[config.mk]
export PLATFORM = sky130hd
export DESIGN_NAME = alarm_entry_time_resolver_unit_flat
export DESIGN_NICKNAME = d
export VERILOG_FILES = /design/src/hw/rtl/aetr_pkg.sv /design/src/hw/rtl/aetr_in_if.sv /design/src/hw/rtl/aetr_out_if.sv /design/src/hw/rtl/aetr_dp.sv /design/src/hw/rtl/aetr_ctrl.sv /design/src/hw/rtl/alarm_entry_time_resolver_unit.sv /design/src/flat_wrapper.sv
export SDC_FILE = /design/constraint.sdc
export NUM_CORES = 1
export LEC_CHECK = 0
export ABC_AREA = 1
export BUFFER_PORTS_ARGS = -buffer_cell sky130_fd_sc_hd__buf_2
export CORE_MARGIN = 2
export CORE_UTILIZATION = 50
export CTS_CLUSTER_SIZE = 14
export DETAILED_ROUTE_END_ITERATION = 10
export PLACE_DENSITY_LB_ADDON = 0.3
export SLEW_MARGIN = 0
export SYNTH_ARGS = -nofsm -noshare
export SYNTH_HDL_FRONTEND = slang
export SYNTH_SLANG_ARGS = --single-unit
[constraint.sdc]
create_clock -name clk -period 12.6 [get_ports clk]
set_input_delay 2.52 -clock clk [delete_from_list [all_inputs] [get_ports clk]]
set_output_delay 2.52 -clock clk [all_outputs]
set_load 0.03 [all_outputs]
[src/hw/rtl/aetr_pkg.sv]
// ----------------------------------------------------------------------------
// Alarm entry time resolver package
// Shared types, register indexes, calendar constants and helper functions.
// ----------------------------------------------------------------------------
package aetr_pkg;

    // configuration port
    localparam int CFG_IDX_W  = 3;
    localparam int CFG_DATA_W = 31;

    localparam logic [CFG_IDX_W-1:0] CFG_NOW_SECONDS    = 3'd0;
    localparam logic [CFG_IDX_W-1:0] CFG_NOW_MONTH      = 3'd1;
    localparam logic [CFG_IDX_W-1:0] CFG_NOW_DAY        = 3'd2;
    localparam logic [CFG_IDX_W-1:0] CFG_NOW_YEAR       = 3'd3;
    localparam logic [CFG_IDX_W-1:0] CFG_NOW_WEEKDAY    = 3'd4;
    localparam logic [CFG_IDX_W-1:0] CFG_ZONE_OFFSET    = 3'd5;
    localparam logic [CFG_IDX_W-1:0] CFG_HISTORY_WINDOW = 3'd6;

    // entry kinds
    localparam logic [1:0] REQ_BLANK  = 2'd0;
    localparam logic [1:0] REQ_DATE   = 2'd1;
    localparam logic [1:0] REQ_DAILY  = 2'd2;
    localparam logic [1:0] REQ_WEEKLY = 2'd3;

    // day count (signed, -1 .. ~62500) and second count widths
    localparam int DAYS_W = 18;
    localparam int WHEN_W = 36;

    localparam logic [7:0] BASE_YEAR = 8'd86;

    localparam logic signed [WHEN_W-1:0] SECS_DAY_W  = 36'sd86400;
    localparam logic signed [WHEN_W-1:0] HALF_DAY_W  = 36'sd43200;
    localparam logic signed [WHEN_W-1:0] EPOCH_1986  = 36'sd504921600;
    localparam logic [16:0]              SECS_HOUR   = 17'd3600;
    localparam logic [11:0]              SECS_MIN    = 12'd60;

    typedef logic signed [DAYS_W-1:0] days_t;
    typedef logic signed [WHEN_W-1:0] when_t;

    typedef struct packed {
        logic [1:0] req_type;
        logic [3:0] entry_month;
        logic [4:0] entry_day;
        logic [2:0] entry_weekday;
        logic [4:0] entry_hour;
        logic [5:0] entry_minute;
    } in_item_t;

    typedef struct packed {
        logic signed [31:0] alarm_seconds;
        logic               accepted;
    } out_item_t;

    // controller -> datapath
    typedef struct packed {
        logic load;
        logic prep;
        logic year_step;
        logic mul;
        logic sum;
        logic rel;
        logic adj;
        logic out_load;
    } ctrl_cmd_t;

    // datapath -> controller
    typedef struct packed {
        logic year_done;
    } ctrl_status_t;

    function automatic logic [3:0] clamp_month(input logic [3:0] m);
        logic [3:0] r;
        if (m == 4'd0)
            r = 4'd1;
        else if (m > 4'd12)
            r = 4'd12;
        else
            r = m;
        return r;
    endfunction

    // correction from 30-day months to the real day of year
    function automatic logic signed [3:0] month_fix(input logic [3:0] mi);
        logic signed [3:0] r;
        case (mi)
            4'd0:    r = 4'sd0;
            4'd1:    r = 4'sd1;
            4'd2:    r = -4'sd1;
            4'd3:    r = 4'sd0;
            4'd4:    r = 4'sd0;
            4'd5:    r = 4'sd1;
            4'd6:    r = 4'sd1;
            4'd7:    r = 4'sd2;
            4'd8:    r = 4'sd3;
            4'd9:    r = 4'sd3;
            4'd10:   r = 4'sd4;
            4'd11:   r = 4'sd4;
            default: r = 4'sd0;
        endcase
        return r;
    endfunction

    // years since 1900; 1900 and 2100 are not leap, 2000 is
    function automatic logic is_leap(input logic [7:0] y);
        return (y[1:0] == 2'b00) && (y != 8'd0) && (y != 8'd200);
    endfunction

    // v in 0..14
    function automatic logic [2:0] mod7(input logic [3:0] v);
        logic [3:0] r;
        if (v >= 4'd14)
            r = v - 4'd14;
        else if (v >= 4'd7)
            r = v - 4'd7;
        else
            r = v;
        return r[2:0];
    endfunction

endpackage

[src/hw/rtl/aetr_in_if.sv]
// ----------------------------------------------------------------------------
// Alarm entry input channel
// Valid/ready channel carrying one parsed alarm entry per beat.
// ----------------------------------------------------------------------------
interface aetr_in_if;
    logic       valid;
    logic       ready;
    logic [1:0] req_type;
    logic [3:0] entry_month;
    logic [4:0] entry_day;
    logic [2:0] entry_weekday;
    logic [4:0] entry_hour;
    logic [5:0] entry_minute;

    modport source (
        output valid, req_type, entry_month, entry_day, entry_weekday,
               entry_hour, entry_minute,
        input  ready
    );

    modport sink (
        input  valid, req_type, entry_month, entry_day, entry_weekday,
               entry_hour, entry_minute,
        output ready
    );
endinterface

[src/hw/rtl/aetr_out_if.sv]
// ----------------------------------------------------------------------------
// Alarm time output channel
// Valid/ready channel carrying one resolved alarm time per beat.
// ----------------------------------------------------------------------------
interface aetr_out_if;
    logic               valid;
    logic               ready;
    logic signed [31:0] alarm_seconds;
    logic               accepted;

    modport source (
        output valid, alarm_seconds, accepted,
        input  ready
    );

    modport sink (
        input  valid, alarm_seconds, accepted,
        output ready
    );
endinterface

[src/hw/rtl/aetr_dp.sv]
// ----------------------------------------------------------------------------
// Alarm entry time resolver datapath
// Config registers, entry latch, day accumulator with year loop, seconds
// multiply, daily window fold and the output register.
// ----------------------------------------------------------------------------
module aetr_dp #(
    parameter int MAX_YEAR = 137
) (
    input  logic                               clk,
    input  logic                               rst_n,
    input  logic                               cfg_we,
    input  logic [aetr_pkg::CFG_IDX_W-1:0]     cfg_index,
    input  logic [aetr_pkg::CFG_DATA_W-1:0]    cfg_wdata,
    input  aetr_pkg::in_item_t                 in_item,
    input  aetr_pkg::ctrl_cmd_t                cmd,
    output aetr_pkg::ctrl_status_t             status,
    output aetr_pkg::out_item_t                out_item
);
    import aetr_pkg::*;

    localparam logic [7:0] MAX_Y = 8'(MAX_YEAR);

    // configuration
    logic [30:0]        now_seconds_reg;
    logic [3:0]         now_month_reg;
    logic [4:0]         now_day_reg;
    logic [7:0]         now_year_reg;
    logic [2:0]         now_weekday_reg;
    logic signed [16:0] zone_offset_reg;
    logic signed [12:0] history_window_reg;

    // working registers
    in_item_t           entry_reg;
    logic               daily_reg;
    logic               blank_reg;
    logic [7:0]         year_reg;
    logic [7:0]         cursor_reg;
    days_t              days_reg;
    when_t              tod_reg;
    when_t              dsec_reg;
    when_t              when_reg;
    when_t              rel_reg;
    out_item_t          out_reg;

    // prep stage
    logic [3:0]  cm;
    logic [3:0]  month;
    logic [5:0]  day;
    logic [2:0]  wofs;
    logic        passed;
    logic [8:0]  yr9;
    logic [7:0]  year;
    logic [3:0]  mi;
    logic [9:0]  b30;
    logic signed [3:0] fix;
    days_t       base_days;
    logic [16:0] hour_sec;
    logic [11:0] min_sec;
    when_t       tod;
    when_t       dsec;
    when_t       now_s;
    when_t       hist_s;

    always_ff @(posedge clk or negedge rst_n)
    begin
        if (!rst_n)
        begin
            now_seconds_reg    <= '0;
            now_month_reg      <= 4'd1;
            now_day_reg        <= 5'd1;
            now_year_reg       <= BASE_YEAR;
            now_weekday_reg    <= '0;
            zone_offset_reg    <= '0;
            history_window_reg <= -13'sd3600;
        end
        else if (cfg_we)
        begin
            case (cfg_index)
                CFG_NOW_SECONDS:    now_seconds_reg    <= cfg_wdata;
                CFG_NOW_MONTH:      now_month_reg      <= cfg_wdata[3:0];
                CFG_NOW_DAY:        now_day_reg        <= cfg_wdata[4:0];
                CFG_NOW_YEAR:       now_year_reg       <= cfg_wdata[7:0];
                CFG_NOW_WEEKDAY:    now_weekday_reg    <= cfg_wdata[2:0];
                CFG_ZONE_OFFSET:    zone_offset_reg    <= cfg_wdata[16:0];
                CFG_HISTORY_WINDOW: history_window_reg <= cfg_wdata[12:0];
                default:            ;
            endcase
        end
    end

    always_comb
    begin
        cm   = clamp_month(now_month_reg);
        wofs = mod7(4'({1'b0, entry_reg.entry_weekday}) + 4'd7
                    - 4'({1'b0, now_weekday_reg}));
        case (entry_reg.req_type)
            REQ_DATE:
            begin
                month = clamp_month(entry_reg.entry_month);
                day   = {1'b0, entry_reg.entry_day};
            end
            REQ_WEEKLY:
            begin
                month = cm;
                day   = {1'b0, now_day_reg} + {3'b000, wofs};
            end
            default:
            begin
                month = cm;
                day   = {1'b0, now_day_reg};
            end
        endcase

        passed = !((month > cm) || ((month == cm) && (day >= {1'b0, now_day_reg})));
        yr9    = {1'b0, now_year_reg} + {8'd0, passed};
        year   = (yr9 > {1'b0, MAX_Y}) ? MAX_Y : yr9[7:0];

        mi  = month - 4'd1;
        b30 = {6'd0, mi} * 10'd30;
        fix = month_fix(mi);
        base_days = $signed({8'd0, b30}) + $signed({12'd0, day}) - 18'sd1
                    + {{(DAYS_W-4){fix[3]}}, fix}
                    + $signed({17'd0, (mi > 4'd1) && is_leap(year)});

        hour_sec = {12'd0, entry_reg.entry_hour} * SECS_HOUR;
        min_sec  = {6'd0, entry_reg.entry_minute} * SECS_MIN;
        tod = EPOCH_1986 + {{(WHEN_W-17){zone_offset_reg[16]}}, zone_offset_reg}
              + $signed({19'd0, hour_sec}) + $signed({24'd0, min_sec});
    end

    assign dsec   = $signed({{(WHEN_W-DAYS_W){days_reg[DAYS_W-1]}}, days_reg}) * SECS_DAY_W;
    assign now_s  = $signed({5'd0, now_seconds_reg});
    assign hist_s = {{(WHEN_W-13){history_window_reg[12]}}, history_window_reg};

    assign status.year_done = (cursor_reg >= year_reg);

    always_ff @(posedge clk)
    begin
        if (cmd.load)
            entry_reg <= in_item;

        if (cmd.prep)
        begin
            daily_reg  <= (entry_reg.req_type == REQ_DAILY);
            blank_reg  <= (entry_reg.req_type == REQ_BLANK);
            year_reg   <= year;
            cursor_reg <= BASE_YEAR;
            days_reg   <= base_days;
            tod_reg    <= tod;
        end

        // whole years from 1986 up to the target year, one per cycle
        if (cmd.year_step)
        begin
            days_reg   <= days_reg + (is_leap(cursor_reg) ? 18'sd366 : 18'sd365);
            cursor_reg <= cursor_reg + 8'd1;
        end

        if (cmd.mul)
            dsec_reg <= dsec;

        if (cmd.sum)
            when_reg <= blank_reg ? '0 : dsec_reg + tod_reg;

        if (cmd.rel)
            rel_reg <= when_reg - now_s;

        // daily alarms fold into +-12 h around now
        if (cmd.adj && daily_reg)
        begin
            if (rel_reg > HALF_DAY_W)
            begin
                rel_reg  <= rel_reg - SECS_DAY_W;
                when_reg <= when_reg - SECS_DAY_W;
            end
            else if (rel_reg < -HALF_DAY_W)
            begin
                rel_reg  <= rel_reg + SECS_DAY_W;
                when_reg <= when_reg + SECS_DAY_W;
            end
        end

        if (cmd.out_load)
        begin
            out_reg.alarm_seconds <= when_reg[31:0];
            out_reg.accepted      <= (rel_reg < HALF_DAY_W) && (rel_reg >= hist_s);
        end
    end

    assign out_item = out_reg;

endmodule

[src/hw/rtl/aetr_ctrl.sv]
// ----------------------------------------------------------------------------
// Alarm entry time resolver controller
// Sequences one entry through prep, year loop, multiply, sum and window fold,
// and manages the output register handshake.
// ----------------------------------------------------------------------------
module aetr_ctrl (
    input  logic                    clk,
    input  logic                    rst_n,
    input  logic                    in_valid,
    output logic                    in_ready,
    output logic                    out_valid,
    input  logic                    out_ready,
    input  aetr_pkg::ctrl_status_t  status,
    output aetr_pkg::ctrl_cmd_t     cmd
);
    import aetr_pkg::*;

    localparam logic [2:0] S_IDLE = 3'd0;
    localparam logic [2:0] S_PREP = 3'd1;
    localparam logic [2:0] S_YEAR = 3'd2;
    localparam logic [2:0] S_MUL  = 3'd3;
    localparam logic [2:0] S_SUM  = 3'd4;
    localparam logic [2:0] S_REL  = 3'd5;
    localparam logic [2:0] S_ADJ  = 3'd6;
    localparam logic [2:0] S_DONE = 3'd7;

    logic [2:0] state_reg;
    logic [2:0] state_next;
    logic       out_valid_reg;
    logic       out_valid_next;
    logic       out_free;

    assign in_ready  = (state_reg == S_IDLE);
    assign out_valid = out_valid_reg;
    assign out_free  = !out_valid_reg || out_ready;

    always_comb
    begin
        cmd            = '0;
        state_next     = state_reg;
        out_valid_next = out_valid_reg && !out_ready;
        case (state_reg)
            S_IDLE:
            begin
                if (in_valid)
                begin
                    cmd.load   = 1'b1;
                    state_next = S_PREP;
                end
            end
            S_PREP:
            begin
                cmd.prep   = 1'b1;
                state_next = S_YEAR;
            end
            S_YEAR:
            begin
                if (status.year_done)
                    state_next = S_MUL;
                else
                    cmd.year_step = 1'b1;
            end
            S_MUL:
            begin
                cmd.mul    = 1'b1;
                state_next = S_SUM;
            end
            S_SUM:
            begin
                cmd.sum    = 1'b1;
                state_next = S_REL;
            end
            S_REL:
            begin
                cmd.rel    = 1'b1;
                state_next = S_ADJ;
            end
            S_ADJ:
            begin
                cmd.adj    = 1'b1;
                state_next = S_DONE;
            end
            S_DONE:
            begin
                if (out_free)
                begin
                    cmd.out_load   = 1'b1;
                    out_valid_next = 1'b1;
                    state_next     = S_IDLE;
                end
            end
            default:
            begin
                state_next = S_IDLE;
            end
        endcase
    end

    always_ff @(posedge clk or negedge rst_n)
    begin
        if (!rst_n)
        begin
            state_reg     <= S_IDLE;
            out_valid_reg <= 1'b0;
        end
        else
        begin
            state_reg     <= state_next;
            out_valid_reg <= out_valid_next;
        end
    end

    // result register never overwritten while a beat is still pending
    a_no_overwrite: assert property (@(posedge clk) disable iff (!rst_n)
        cmd.out_load |-> (!out_valid_reg || out_ready))
        else $error("output register loaded while holding an untaken beat");

    a_accept_to_prep: assert property (@(posedge clk) disable iff (!rst_n)
        (in_valid && in_ready) |=> (state_reg == S_PREP))
        else $error("accepted entry did not start prep");

    a_cmd_exclusive: assert property (@(posedge clk) disable iff (!rst_n)
        $onehot0({cmd.load, cmd.prep, cmd.year_step, cmd.mul, cmd.sum,
                  cmd.rel, cmd.adj, cmd.out_load}))
        else $error("more than one datapath command at once");

    a_year_exit: assert property (@(posedge clk) disable iff (!rst_n)
        ((state_reg == S_YEAR) && status.year_done) |=> (state_reg == S_MUL))
        else $error("year loop did not exit when done");

    a_load_gives_valid: assert property (@(posedge clk) disable iff (!rst_n)
        cmd.out_load |=> out_valid_reg)
        else $error("loaded result not presented");

endmodule

[src/hw/rtl/alarm_entry_time_resolver_unit.sv]
// ----------------------------------------------------------------------------
// Alarm entry time resolver
// Turns one parsed alarm entry (specific date, daily, weekly or blank) into
// epoch seconds plus an in-window flag. The result beat is presented after
// the prep state, a year loop in which the day accumulator adds one whole
// year length per cycle for each year from 86 up to the target year Y (years
// since 1900, saturated at MAX_YEAR), and the multiply, sum, rel and adjust
// states; the sequencer is idle again as the result is loaded. The input is
// ready whenever the sequencer is idle; a finished result sits in an output
// register, so the next entry is taken while the previous beat waits, and
// that entry stalls at its end only while the earlier beat is still untaken.
// The user must set the current date, zone offset and history window through
// the write port while no entry is in flight; the block does not enforce it.
// ----------------------------------------------------------------------------
module alarm_entry_time_resolver_unit #(
    parameter int MAX_YEAR = 137
) (
    input  logic                             clk,
    input  logic                             rst_n,
    aetr_in_if.sink                          in_ch,
    aetr_out_if.source                       out_ch,
    input  logic                             cfg_we,
    input  logic [aetr_pkg::CFG_IDX_W-1:0]   cfg_index,
    input  logic [aetr_pkg::CFG_DATA_W-1:0]  cfg_wdata
);
    import aetr_pkg::*;

    ctrl_cmd_t    cmd;
    ctrl_status_t status;
    in_item_t     in_item;
    out_item_t    out_item;

    assign in_item.req_type      = in_ch.req_type;
    assign in_item.entry_month   = in_ch.entry_month;
    assign in_item.entry_day     = in_ch.entry_day;
    assign in_item.entry_weekday = in_ch.entry_weekday;
    assign in_item.entry_hour    = in_ch.entry_hour;
    assign in_item.entry_minute  = in_ch.entry_minute;

    assign out_ch.alarm_seconds = out_item.alarm_seconds;
    assign out_ch.accepted      = out_item.accepted;

    aetr_ctrl u_ctrl (
        .clk       (clk),
        .rst_n     (rst_n),
        .in_valid  (in_ch.valid),
        .in_ready  (in_ch.ready),
        .out_valid (out_ch.valid),
        .out_ready (out_ch.ready),
        .status    (status),
        .cmd       (cmd)
    );

    aetr_dp #(
        .MAX_YEAR (MAX_YEAR)
    ) u_dp (
        .clk       (clk),
        .rst_n     (rst_n),
        .cfg_we    (cfg_we),
        .cfg_index (cfg_index),
        .cfg_wdata (cfg_wdata),
        .in_item   (in_item),
        .cmd       (cmd),
        .status    (status),
        .out_item  (out_item)
    );

endmodule
[src/flat_wrapper.sv]
// flat-port wrapper written by rule: the top's interface ports become plain ports
module alarm_entry_time_resolver_unit_flat import aetr_pkg::*;
#(
    parameter int MAX_YEAR = 137
)
  (clk, rst_n, cfg_we, cfg_index, cfg_wdata, in_ch_valid, in_ch_req_type, in_ch_entry_month, in_ch_entry_day, in_ch_entry_weekday, in_ch_entry_hour, in_ch_entry_minute, in_ch_ready, out_ch_valid, out_ch_alarm_seconds, out_ch_accepted, out_ch_ready);
  aetr_in_if in_ch_i ();
  aetr_out_if out_ch_i ();
  input  logic clk;
  input  logic rst_n;
  input  logic cfg_we;
  input  logic [aetr_pkg::CFG_IDX_W-1:0] cfg_index;
  input  logic [aetr_pkg::CFG_DATA_W-1:0] cfg_wdata;
  input wire logic [$bits(in_ch_i.valid)-1:0] in_ch_valid;
  input wire logic [$bits(in_ch_i.req_type)-1:0] in_ch_req_type;
  input wire logic [$bits(in_ch_i.entry_month)-1:0] in_ch_entry_month;
  input wire logic [$bits(in_ch_i.entry_day)-1:0] in_ch_entry_day;
  input wire logic [$bits(in_ch_i.entry_weekday)-1:0] in_ch_entry_weekday;
  input wire logic [$bits(in_ch_i.entry_hour)-1:0] in_ch_entry_hour;
  input wire logic [$bits(in_ch_i.entry_minute)-1:0] in_ch_entry_minute;
  output wire logic [$bits(in_ch_i.ready)-1:0] in_ch_ready;
  output wire logic [$bits(out_ch_i.valid)-1:0] out_ch_valid;
  output wire logic [$bits(out_ch_i.alarm_seconds)-1:0] out_ch_alarm_seconds;
  output wire logic [$bits(out_ch_i.accepted)-1:0] out_ch_accepted;
  input wire logic [$bits(out_ch_i.ready)-1:0] out_ch_ready;
  assign in_ch_i.valid = in_ch_valid;
  assign in_ch_i.req_type = in_ch_req_type;
  assign in_ch_i.entry_month = in_ch_entry_month;
  assign in_ch_i.entry_day = in_ch_entry_day;
  assign in_ch_i.entry_weekday = in_ch_entry_weekday;
  assign in_ch_i.entry_hour = in_ch_entry_hour;
  assign in_ch_i.entry_minute = in_ch_entry_minute;
  assign in_ch_ready = in_ch_i.ready;
  assign out_ch_valid = out_ch_i.valid;
  assign out_ch_alarm_seconds = out_ch_i.alarm_seconds;
  assign out_ch_accepted = out_ch_i.accepted;
  assign out_ch_i.ready = out_ch_ready;
  alarm_entry_time_resolver_unit #(.MAX_YEAR(MAX_YEAR)) u_core (.clk(clk), .rst_n(rst_n), .in_ch(in_ch_i), .out_ch(out_ch_i), .cfg_we(cfg_we), .cfg_index(cfg_index), .cfg_wdata(cfg_wdata));
endmodule
; ---- After elaboration in Yosys (flattened, before gate mapping)
; Memory sizes are Yosys's and may differ from the RTL's.
; Cells that the tools add are included.
[totals]
regBits = 316
mem_bits_ro = 64
out_inout_bits = 35
mem_count = 1
[classes]
n_addsub = 22
n_mul = 4
order_cmp = 13
eq_ne = 22
mux = 40
reduce_logical = 32
[mem_list]
columns = memory, depth, width, rd, rd_ports_with_merged_regs, write_ports, line
row1 = (no name shown), 16, 4, 1, 0, 0, aetr_pkg.sv:85  ; case (mi)
[op_table]
columns = operator, n
row1 = $mux 36, 9
row2 = $add 36x18->36 const B, 2
row3 = $lt 36x17->1 const B, 2
row4 = $sub 36x18->36 const B, 2
row5 = $add 36x36->36, 1
row6 = $ge 36x13->1, 1
row7 = $gt 36x17->1 const B, 1
row8 = $mux 18, 2
row9 = $sub 36x32->36, 1
row10 = $add 32x13->33, 1
row11 = $add 31x18->32, 1
row12 = $add 30x17->31 const A, 1
row13 = $mul 18x11->29 const B, 1
row14 = $mux 8, 3
row15 = $pmux 3 s8, 1
row16 = $eq 3x3->1 const B, 7
row17 = $mux 4, 5
row18 = $add 18x10->18, 1
row19 = $ne 8x8->1 const B, 2
row20 = $reduce_bool 8->1, 2
row21 = $mux 3, 5
row22 = $reduce_and 2->1, 7
row23 = $add 12x2->13, 1
row24 = $mul 5x8->13 const B, 1
row25 = 38 further kinds, 73

; ---- Logic depth before layout (Yosys ltp)
[logic_depth]
word_depth = 21
ltp_mapped = 46
ltp_nobuf = 46

; ---- Modules after synthesis
; Synthesis repeated with hierarchy kept, for this count alone.
[hier_totals]
hier_cells = 4126
hier_area_um2 = 29121.7
[modules_own_cells]
columns = mod, n_inst, cells_per_inst, area_each_um2
row1 = aetr_dp, 1, 4084, 28828.9
row2 = aetr_ctrl, 1, 42, 292.8

; ---- Worst setup path before layout
; No wires, ideal clock.
[synth_timing]
kind = register to register
from = register u_core.u_dp.now_weekday_reg[0]
to = register u_core.u_dp.days_reg[12] (data pin)
setup_ps = 274
arrival_time_ps = 6283
required_time_ps = 12326
slack_ps = 6042
stages_incl_launch_ff = 44
n_path_buf = 0
period_less_slack_ps = 6558
path_cell_list = dfrtp_1 inv_1 ha_1 inv_1 fa_1 inv_1 ha_1 a21oi_1 inv_1 nand3_1 xor2_1 inv_1 ha_1 inv_1 fa_1 a221oi_1 ha_1 a21boi_0 [8 not listed] nor2_1 nand2_1 nand2_1 nand3_1 nand2_1 nand2_1 nand2_1 nor3_1 nor2_1 fa_1 inv_1 fa_1 inv_1 nand3_1 o2111ai_1 nor2_1 o21bai_1 o21ai_0
[synth_between]
elab_chain_cells = 20
word_cells_on_any_way = 28
classes_between = add/sub: 9 / order compare: 4 / eq/ne: 1 / mux: 6 / reduce/logical: 8
[synth_rtl]
columns = element, line
row1 = from (decl), aetr_dp.sv:28  ; logic [2:0] now_weekday_reg;
row2 = from (signal assigned), aetr_dp.sv:83  ; CFG_NOW_WEEKDAY: now_weekday_reg <= cfg_wdata[2:0];
row3 = $sub 4x3->4 (*), aetr_dp.sv:95  ; - 4'({1'b0, now_weekday_reg}));
row4 = $ge 4x3->1 / $sub 3x3->3 (equally long branches), "aetr_pkg.sv:113, aetr_pkg.sv:114"
row5 = $mux 3, aetr_pkg.sv:113  ; else if (v >= 4'd7)
row6 = $mux 3 (*), aetr_pkg.sv:111  ; if (v >= 4'd14)
row7 = $add 5x3->6 (*), aetr_dp.sv:105  ; day = {1'b0, now_day_reg} + {3'b000, wofs};
row8 = $pmux 6 s2 (*), aetr_dp.sv:96  ; case (entry_reg.req_type)
row9 = $ge 6x5->1 (*), aetr_dp.sv:114  ; passed = !((month > cm) || ((month == cm) && (day >= {1'b0, now_day_reg})));
row10 = $logic_and 1x1->1 (*), aetr_dp.sv:114
row11 = [5 not listed], n/a
row12 = net u_core.u_dp.year[7], aetr_dp.sv:52  ; logic [7:0] year;
row13 = $reduce_bool 8->1, aetr_pkg.sv:105  ; return (y[1:0] == 2'b00) && (y != 8'd0) && (y != 8'd200);
row14 = $logic_and 1x1->1, aetr_pkg.sv:105
row15 = $logic_and 1x1->1 (*), aetr_pkg.sv:105
row16 = $logic_and 1x1->1 (*), aetr_dp.sv:123  ; + $signed({17'd0, (mi > 4'd1) && is_leap(year)});
row17 = $add 12x2->13 (*), aetr_dp.sv:123
row18 = $mux 18 (*), aetr_dp.sv:142  ; if (cmd.prep)
row19 = $mux 18 (*), aetr_dp.sv:153  ; if (cmd.year_step)
row20 = to (signal assigned), aetr_dp.sv:148  ; days_reg <= base_days;
row21 = to (signal assigned), aetr_dp.sv:155  ; days_reg <= days_reg + (is_leap(cursor_reg) ? 18'sd366 : 18'sd365);
row22 = to (decl), aetr_dp.sv:38  ; days_t days_reg;
; Mark *: on every way through the listed nets, which the timed path passes. The rest lies on a longest branch. The select of a mux whose other input is x is not followed.
; A chain may end at the register's enable or synchronous reset.

; ---- Final worst setup path
; Ends and elaborated chain as after synthesis.

==> implementation parameters <==
Parameter                              Value

Synthesis
  Number of enable flip-flop cells after synthesis    159
  Part of the Yosys area used for sequential elements    28.8%
  Synth top area cells    sky130_fd_sc_hd__edfxtp_1 17%, sky130_fd_sc_hd__ha_1 15%, sky130_fd_sc_hd__nand2_1 11%
  Top FF cell, synth    sky130_fd_sc_hd__edfxtp_1
  Netlist Area Pre-Place    28100 um^2
  Instance count of the mapped netlist    3824
  Synthesized Nets    4298
  Cell type with the largest total area after synthesis    sky130_fd_sc_hd__edfxtp_1
  Area share of the leading cell type in the synthesized netlist    17.0%
  Average cell area after synthesis    7.34 um^2
  FFs w/ async S/R, synth    28.1%
  Register bit count reported by yosys    302
  Yosys warning total    0
  Yosys cell types    56

Detailed routing
  Detailed-routed wire length on met3    4.83 mm
  Sum of routed wire length over all layers    75.4 mm
  Count of vias placed by the detailed router    25.1k
  Highest routing layer actually used    met4
  DRT iter0 DRCs    2116
  Met1 routed wirelength after detailed routing    33.3 mm
  Wire length on met2    34.6 mm
  Number of search-and-repair iterations in the first detailed-routing pass    6
  Routed length per instance    16.1 um
  Total DRC errors in the routed layout    0
  Via density per instance    5.38
  Detail Route Antenna Nets    0

Global routing
  Largest net degree at the start of global routing    70
  Gr usage total    26.5%
  Wire length of the first global-routing pass    122 mm
  Number of global-route vias before repair    23.9k
  Global route overflow    0
  Antenna violations before repair    2

Clocking
  CTS Root Buffer Type    sky130_fd_sc_hd__clkbuf_16
  Post-CTS setup-driven buffer insertion count    0
  Cts hold-fix bufs    0
  TritonCTS Sinks    302
  CTS max path bufs    3
  Cts repair resizes    0
  Source-to-sink clock delay at the later pin of the worst-skew pair    0.59 ns
  CTS tree    done
  TritonCTS buffer count    36
  Clock-pin transition on the worst setup and hold timing paths    0.06 ns
  H-tree depth reported by CTS    2

STA
  Setup TNS    0 ns
  Max Transition Viols Final    0
  Worst hold slack after final layout    0.455 ns
  Final cycle utilization of the critical path    59.0%
  Worst slew margin relative to its limit    24.3%
  Final hold violation count    0
  Least-Margin Pin Slew    1.13 ns
  Post-layout minimum cycle time    7.43 ns
  Setup repair after global routing missed its margin    no
  Clock skew after layout    0.0473 ns
  Final count of negative-setup-slack endpoints    0
  Max Fclk    135 MHz

Placement
  DP Wirelength    59.0 mm
  Instance area at placement    29200 um^2
  Total of buffers placed on input and output ports    98
  Final weighted congestion of routability-driven global placement    1.01

Worst setup path
  Register-to-Register Path Depth    43
  Most used cell along the critical path    sky130_fd_sc_hd__inv_1
  Worst stage delay on the critical path    0.54 ns
  Capturing element type of the critical path    register
  Setup CP Type    register to register
  Crit Reg-Reg Endpoint    u_core.u_dp.days_reg[12]
  CP bufs+invs    8
  Launch instance of the worst register-to-register path    u_core.u_dp.now_weekday_reg[0]
  Endpoint arrival time on the critical path    7.72 ns
  Startpoint Class    register
  Cell with the largest stage delay on the worst path    sky130_fd_sc_hd__fa_1
  Highest fanout seen on the critical path    6
  Largest delay contributor family on the critical path    adder cells
  Data required time at the worst endpoint    12.89 ns
  R2R setup slack    5.17 ns

Floorplanning
  # IOs    99
  Horizontal extent of the die    241 um
  # rows    86
  Core outline area    55300 um^2
  Overall die area    58000 um^2
  Die H    241 um
  Initial Utilization    50.7%

Finish
  Number of inserted filler cells in the final layout    5369
  Ratio of cells with drive above 1 in the final layout    6.40%
  Nets    4368
  Ant. Diodes    0
  Final core utilization    55.1%
  Top library cells by usage in the layout, fill and taps aside    857 x sky130_fd_sc_hd__nand2_1, 631 x sky130_fd_sc_hd__inv_1, 330 x sky130_fd_sc_hd__ha_1
  Post-route cell area    30500 um^2
  Most common cell after layout, fill and taps aside    sky130_fd_sc_hd__nand2_1
  Layout-stage area growth over the synthesis result    8.66%

Run
  Maximum Capacitance Violations    0

Min path
  Classification of the worst-slack hold path    register to register
  Min-delay src    u_core.u_dp.zone_offset_reg[1]
  Endpoint of the worst hold-timing path    u_core.u_dp.tod_reg[1]
  Hold Path Stages    0

Status
  Run status    completed
==> worst max path at each step <==
stage | startpoint | endpoint | slack, ns | cells after the start
after floorplan | u_core.u_dp.now_weekday_reg[0] | u_core.u_dp.days_reg[12] | 6.04 | 43
after global placement | u_core.u_dp.now_weekday_reg[0] | u_core.u_dp.days_reg[17] | 5.34 | 43
after detailed placement | u_core.u_dp.now_weekday_reg[0] | u_core.u_dp.days_reg[12] | 5.18 | 43
after CTS | u_core.u_dp.now_weekday_reg[0] | u_core.u_dp.days_reg[12] | 5.09 | 43
after global routing | u_core.u_dp.now_weekday_reg[0] | u_core.u_dp.days_reg[14] | 4.39 | 43
final | u_core.u_dp.now_weekday_reg[0] | u_core.u_dp.days_reg[12] | 5.17 | 43
==> final cells by class <==
type	instances	area [um^2]	share of cell area (%)
Clock buffer	46	990	3.25
Tap cell	748	936	3.07
Sequential cell	302	8080	26.5
Inverter	648	2430	7.98
Clock inverter	20	253	0.829
Multi-Input combinational cell	2795	17200	56.4
Timing Repair Buffer	111	591	1.94
==> worst register-to-register path: cells and delay by family (launching register included) <==
kind,cells,cell delay [ns]
XOR/XNOR,1,0.15
adder cells (fa/ha/maj),10,2.83
AND/OR/NAND/NOR,14,1.32
AO/OA/AOI/OAI,10,1.84
buffers and inverters,8,0.61
flip-flops,1,0.37
==> layer usage <==
layer / vias to the layer above / GRT usage (%)
met5: - / 0
met4: 0 / 9.52
met3: 148 / 3.23
met2: 773 / 44.8
met1: 11600 / 35.0
li1: 12600 / -
==> cells in the mapped netlist, drive strengths merged, types with 8 or more instances <==
library cell,n
o22ai,15
xor2,105
a21oi,264
o21bai,11
nand2,862
a22oi,9
nand3b,9
inv,646
edfxtp,159
buf,36
or2,24
dfxtp,58
dfstp,12
fa,80
nor4,15
nand4,57
nand3,249
clkbuf,43
a31oi,11
xnor2,34
o21a,9
o211ai,9
ha,330
nor2,336
a21o,15
nor3,49
o21ai,269
a211oi,8
dfrtp,73
==> kinds of logic after synthesis <==
family	synth area share [%]
AOI/OAI and AO/OA	12.3
adders and majority gates	20.4
DFF	28.8
buffers and inverters	9.98
and+or+nand+nor	24.2
xor gates and xnor gates	4.34
muxes	0.0357
==> stage by stage <==
| stage | worst slack (ns) | std cells |
|---|---|---|
| after floorplan | 6.04 | 3824 |
| after global placement | 5.34 | 4604 |
| after detailed placement | 5.18 | 4604 |
| after CTS | 5.09 | 4670 |
| after global routing | 4.39 | 4670 |
| final | 5.17 | 4670 |
Power is not shown: default switching activity piles up to over one toggle a cycle in this logic, so the estimate is an artifact.
